--- config.mk ---
export PLATFORM = sky130hd
export DESIGN_NAME = pbso_div
export DESIGN_NICKNAME = d
export VERILOG_FILES = /design/src/rtl/assert_macros.svh /design/src/rtl/pbso_pkg.sv /design/src/rtl/pbso_div.sv
export SDC_FILE = /design/constraint.sdc
export NUM_CORES = 1
export LEC_CHECK = 0
export ABC_AREA = 1
export BUFFER_PORTS_ARGS = -buffer_cell sky130_fd_sc_hd__buf_4
export CAP_MARGIN = 20
export CORE_MARGIN = 3
export CORE_UTILIZATION = 45
export CTS_CLUSTER_DIAMETER = 150
export DETAILED_ROUTE_END_ITERATION = 8
export GPL_ROUTABILITY_DRIVEN = 0
export SYNTH_ARGS = -nofsm -noshare
export SYNTH_HDL_FRONTEND = slang
export SYNTH_SLANG_ARGS = --single-unit
--- constraint.sdc ---
create_clock -name clock -period 2.85 [get_ports clock]
set_clock_uncertainty 0.15 [all_clocks]
set_input_delay 0.1425 -clock clock [delete_from_list [all_inputs] [get_ports clock]]
set_output_delay 0.1425 -clock clock [all_outputs]
set_load 0.05 [all_outputs]
--- src/rtl/assert_macros.svh ---
// assertion macros for the rtl files of the oscillator block
// no dependencies; included by files that carry concurrent assertions
`ifndef ASSERT_MACROS_SVH
`define ASSERT_MACROS_SVH

// same-cycle implication, checking disabled while in reset
`define ASSERT_IMPLIES(label, clk, rst, ante, cons, msg) \
   label: assert property (@(posedge clk) disable iff (rst) (ante) |-> (cons)) \
      else $error(msg);

// next-cycle implication, checking disabled while in reset
`define ASSERT_NEXT(label, clk, rst, ante, cons, msg) \
   label: assert property (@(posedge clk) disable iff (rst) (ante) |=> (cons)) \
      else $error(msg);

`endif

--- src/rtl/pbso_pkg.sv ---
// shared constants, types and fixed-point helpers of the oscillator
// no dependencies; used by the interfaces, the divider and the top level
`default_nettype none

package pbso_pkg;

   localparam int PHASE_BITS       = 32;
   localparam int SAMPLE_FRAC_BITS = 14;

   localparam int INC_W    = 32;
   localparam int AMOUNT_W = 16;
   localparam int LFO_W    = 16;
   localparam int OUT_W    = SAMPLE_FRAC_BITS + 4;
   localparam int WAVE_W   = SAMPLE_FRAC_BITS + 3;
   localparam int SUM_W    = SAMPLE_FRAC_BITS + 6;
   localparam int PW_W     = SAMPLE_FRAC_BITS + 3;
   localparam int SQ_W     = SAMPLE_FRAC_BITS + 2;
   localparam int PF_W     = PHASE_BITS + SAMPLE_FRAC_BITS;
   localparam int MAN_W    = AMOUNT_W + SAMPLE_FRAC_BITS;
   localparam int PW_SH    = 32 - SAMPLE_FRAC_BITS;
   localparam int MAN_SH   = 17;

   localparam int DOWN_SH = (PHASE_BITS >= SAMPLE_FRAC_BITS) ?
                            PHASE_BITS - SAMPLE_FRAC_BITS : 0;
   localparam int UP_SH   = (PHASE_BITS >= SAMPLE_FRAC_BITS) ?
                            0 : SAMPLE_FRAC_BITS - PHASE_BITS;

   localparam int MUL_W  = (SAMPLE_FRAC_BITS + 2 > AMOUNT_W + 1) ?
                           SAMPLE_FRAC_BITS + 2 : AMOUNT_W + 1;
   localparam int PROD_W = 2 * MUL_W;
   localparam int QCNT_W = $clog2(SAMPLE_FRAC_BITS);

   localparam longint F_ONE   = longint'(1) << SAMPLE_FRAC_BITS;
   localparam longint PW_MIN  = (F_ONE * 5 + 50) / 100;
   localparam longint PW_MAX  = (F_ONE * 95 + 50) / 100;
   localparam longint OUT_MAX = (F_ONE << 3) - 1;
   localparam longint OUT_MIN = -(F_ONE << 3);

   // register map
   localparam int CSR_INDEX_W = 3;
   localparam int CSR_DATA_W  = 32;
   localparam logic [CSR_INDEX_W-1:0] CSR_PHASE_INC    = 3'd0;
   localparam logic [CSR_INDEX_W-1:0] CSR_PWM_SOURCE   = 3'd1;
   localparam logic [CSR_INDEX_W-1:0] CSR_PWM_AMOUNT   = 3'd2;
   localparam logic [CSR_INDEX_W-1:0] CSR_SAW_ENABLE   = 3'd3;
   localparam logic [CSR_INDEX_W-1:0] CSR_PULSE_ENABLE = 3'd4;
   localparam logic [CSR_INDEX_W-1:0] CSR_SUB_ENABLE   = 3'd5;

   // item operations
   localparam logic OP_SAMPLE  = 1'b0;
   localparam logic OP_NOTE_ON = 1'b1;

   // pwm source select
   localparam logic PWM_FROM_LFO    = 1'b0;
   localparam logic PWM_FROM_MANUAL = 1'b1;

   typedef struct packed {
      logic                  start;
      logic [PHASE_BITS-1:0] num;
      logic [PHASE_BITS-1:0] den;
   } div_req_type;

   typedef struct packed {
      logic                        busy;
      logic                        done;
      logic [SAMPLE_FRAC_BITS-1:0] quot;
   } div_rsp_type;

   // phase fraction to wave scale, truncating
   function automatic logic [SAMPLE_FRAC_BITS-1:0] ph_to_f(input logic [PHASE_BITS-1:0] t);
      logic [PF_W-1:0] w;
      w = PF_W'(t);
      w = (w >> DOWN_SH) << UP_SH;
      return w[SAMPLE_FRAC_BITS-1:0];
   endfunction

   // wave scale to phase fraction
   function automatic logic [PHASE_BITS-1:0] f_to_ph(input logic [SAMPLE_FRAC_BITS-1:0] x);
      logic [PF_W-1:0] w;
      w = PF_W'(x);
      w = (w << DOWN_SH) >> UP_SH;
      return w[PHASE_BITS-1:0];
   endfunction

endpackage

`default_nettype wire

--- src/rtl/pbso_div.sv ---
// iterative restoring divider: floor(num * 2^F / den) for num < den
// one quotient bit per cycle; depends on pbso_pkg
`default_nettype none

module pbso_div (
   input  logic                  clock,
   input  logic                  reset,
   input  pbso_pkg::div_req_type div_req,
   output pbso_pkg::div_rsp_type div_rsp
);

   localparam int P = pbso_pkg::PHASE_BITS;
   localparam int F = pbso_pkg::SAMPLE_FRAC_BITS;

   logic                          busy_ff, busy_in;
   logic                          done_ff, done_in;
   logic [pbso_pkg::QCNT_W-1:0]   cnt_ff, cnt_in;
   logic [P-1:0]                  rem_ff, rem_in;
   logic [P-1:0]                  den_ff, den_in;
   logic [F-1:0]                  quot_ff, quot_in;

   logic [P:0] rem_sh;
   logic [P:0] rem_sub;
   logic       fits;

   assign rem_sh  = {rem_ff, 1'b0};
   assign fits    = rem_sh >= {1'b0, den_ff};
   assign rem_sub = rem_sh - {1'b0, den_ff};

   always_comb begin
      busy_in = busy_ff;
      done_in = 1'b0;
      cnt_in  = cnt_ff;
      rem_in  = rem_ff;
      den_in  = den_ff;
      quot_in = quot_ff;
      if (div_req.start) begin
         busy_in = 1'b1;
         cnt_in  = '0;
         rem_in  = div_req.num;
         den_in  = div_req.den;
         quot_in = '0;
      end else if (busy_ff) begin
         // remainder stays below den, so the low P bits carry it
         rem_in  = fits ? rem_sub[P-1:0] : rem_sh[P-1:0];
         quot_in = {quot_ff[F-2:0], fits};
         cnt_in  = cnt_ff + 1'b1;
         if (cnt_ff == pbso_pkg::QCNT_W'(F - 1)) begin
            busy_in = 1'b0;
            done_in = 1'b1;
         end
      end
   end

   always_ff @(posedge clock) begin
      if (reset) begin
         busy_ff <= 1'b0;
         done_ff <= 1'b0;
         cnt_ff  <= '0;
      end else begin
         busy_ff <= busy_in;
         done_ff <= done_in;
         cnt_ff  <= cnt_in;
      end
      rem_ff  <= rem_in;
      den_ff  <= den_in;
      quot_ff <= quot_in;
   end

   assign div_rsp.busy = busy_ff;
   assign div_rsp.done = done_ff;
   assign div_rsp.quot = quot_ff;

endmodule

`default_nettype wire

==> reports/qor.txt <==
Tot Pwr: 4.95 mW
mux cell area share after synthesis: 0%
Gate power share: 44.6%
Seq pwr share: 32.0%
most frequent cells in the layout: 338 x nand2_1, 179 x inv_1, 88 x buf_4, 68 x nand3_1, 65 x dlygate4sd3_1
Net Sw Power: 1.93 mW
adder-cell area share of the yosys netlist: 7.13%
first-pass GRT wire length: 26.4 mm
CP Launch Type: register
Sw Ratio: 39.0%
Synth Register Bits: 84
Critical Path Fanout Max: 33
vias per cell: 4.73
fin crit share: 90.7%
CTS clk-pin slew, worst paths: 0.07 ns
area share of xor/xnor cells in the synthesized design: 2.10%
CTS buffer count: 9
Synth Area in Simple Gates: 36.4%
final hold slack: 0.0206 ns
die width: 124 microns
Cell Int Power: 3.02 mW
main combinational cell family by area after synthesis: simple AND/OR/NAND/NOR gates
Post-Synthesis Cells: 900
root buffer cell: clkbuf_16
crit end category: register
peak supply drop: 0.385 mV
commonest non-fill, non-tap cell in the layout: nand2_1
minimum clock period: 2.59 ns
TritonCTS clock tree: built
RSZ-0062 raised after global routing: no
Layout Area Growth over Synthesis: 27.8%
Skew-Pair Late Insertion Delay: 0.35 ns
met1 wire length: 7.53 mm
core area: 13400 sq um
Clock Sinks: 84
Most Frequent Cell on Critical Path: nand2_1
Max Cap Viol: 0
PwrDens: 620 nW/um^2
Syn Area/Cell: 6.94 sq um
initial antenna violation count: 0
Synth Area in Compound Gates: 3.99%
grt ovf: 0
pre-CTS setup slack: 0.273 ns
type of the most critical hold path: input port to register
IO Pins: 83
gr usage total: 21.9%
DP HPWL: 12.1 mm
YS warnings: 0
ranking of synthesized cells by area: edfxtp_1 31%, nand2_1 20%, inv_1 11%
Syn Nets: 1002
CTS HTree Levels: 3
layout cells sized above 1: 12.5%
Layout fillers: 1328
Multi-input gate area: 3100 sq um
Setup violations, final: 0
die area: 15300 sq um
CP required: 2.81 ns
DRT Pass-1 Iters: 5
Initial Util: 46.6%
Reg area: 2320 sq um
register area share after synthesis: 37.2%
status: complete, no violations
drt wl/cell: 13.0 microns
Hold Violations, Final: 0
Top Metal Used: met4
critical path type: register to register
DR WL met3: 775 microns
Slew headroom: 61.6%
Least-Margin Pin Slew: 0.576 ns
CP max stage cell: ha_1
ANT cells: 0
worst setup margin: 0.265 ns
Leak Pwr: 4.14 nW
CTS Buffer Depth: 2
Die Span Y: 124 microns
total number of vias: 5793
vias in the first global route: 5720
nets: 1147
count of pins over their slew limit: 0
antenna-violating nets left: 0
Synth Cell Area: 6250 sq um
Setup Buffers After CTS: 0
DRC viols: 0
Clk pwr share: 23.4%
slowest cell delay on critical path: 0.42 ns
Cell Count, Final, Fillers Out: 1226
cell chain of the critical path: ha_1, nand2_1, nor2_1, nand2_1, nor3_2, nand2_4, nand2_8, nand3_1, nand2_1, nand2_1
# rows: 42
share of the synthesized area in the top cell type: 30.8%
initial drt markers: 329
largest net degree at the start of global routing: 53
FMAX: 387 MHz
final wirelength: 15.9 mm
Data arrival, critical path: 2.55 ns
Yosys cell types: 35
routed wl met2: 7.18 mm
port bufs: 82
# placed instances: 1145
CTS resizes: 0
TNS Setup: 0 ns
largest area contributor in the netlist: edfxtp_1
power by group through the flow:
stage               clock, mW  combinational, mW  sequential [mW]
finish                   1.16               2.21             1.58
global route             1.23               2.52             1.60
global placement            0               2.13             1.61
CTS                      1.19               2.21             1.58
floorplan                   0               1.63             1.59
detailed placement          0               2.13             1.60
state kept, by name (all words and copies together) (netlist names):
signal / cells
busy_ff: 1
cnt_ff: 4
den_ff: 32
done_ff: 1
quot_ff: 14
rem_ff: 32
critical path: cells and delay by family, from the launching register on:
kind                     cells  cell delay, ns
adder cells (fa/ha/maj)      1            0.42
flip-flops                   1            0.40
AND/OR/NAND/NOR              9            1.37
cells in the mapped netlist:
cell type	n
and2_1	6
o21ai_0	5
buf_4	2
o21bai_1	3
ha_1	34
nor2_4	2
buf_2	7
o21a_1	2
a21oi_2	1
nand2_2	5
nor2_1	48
nand4_1	8
nor3_1	2
fa_1	1
nand3_2	7
nand3_1	68
a211oi_1	1
edfxtp_1	64
xnor2_1	13
nand2_4	1
clkbuf_1	7
buf_6	5
o22ai_1	12
or2_2	1
dfxtp_1	20
a21oi_1	19
nor2_2	4
clkinv_1	3
nand3b_1	25
nor3_2	1
nand2_8	1
nand2_1	338
inv_1	179
inv_2	3
xor2_1	2
metrics by stage:
step | utilization [%] | area, sq um
after floorplan | - | 6250
after global placement | 52.5 | 7030
after detailed placement | 52.5 | 7030
after CTS | 59.6 | 7980
after global routing | 59.6 | 7980
final | 59.6 | 7980
area by class of cell:
type	count	share of cell area, %
clock buffer	11	3.18
clock inverter	5	0.517
inverter	185	8.70
multi-input combinational	610	38.8
sequential	84	29.1
tap	176	2.76
timing repair buffer	155	16.9
routing by layer:
layer	track usage (%)	vias to the layer above
met5	0	-
met4	8.93	0
met2	36.2	127
li1	-	3068
met3	4.50	33
met1	28.0	2565
cells by family (layout without fill, tap and decap cells):
family	after synthesis	count (layout)
AO/OA/AOI/OAI	43	43
XOR/XNOR	15	15
adder cells (fa/ha/maj)	35	35
buffers and inverters	206	356
flip-flops	84	84
AND/OR/NAND/NOR	517	517
final timing paths:
| kind | slack [ns] | endpoint | start | cells after the start |
|---|---|---|---|---|
| worst min-delay path | 0.02 | den_ff[31]$_DFFE_PP_ | div_req[64] | 1 |
| worst min register to register | 0.32 | quot_ff[13]$_SDFFE_PP0P_ | quot_ff[13]$_SDFFE_PP0P_ | 2 |
| worst max register to register | 0.26 | rem_ff[27]$_DFFE_PP_ | rem_ff[16]$_DFFE_PP_ | 10 |
| worst max-delay path | 0.26 | rem_ff[27]$_DFFE_PP_ | rem_ff[16]$_DFFE_PP_ | 10 |
repair_timing:
item | in CTS | in global routing
hold endpoints to repair | 70 | 0
endpoints found under the setup margin | 0 | 0
hold buffers | 65 | 0
Note: power is estimated with default switching activity, not from simulation.
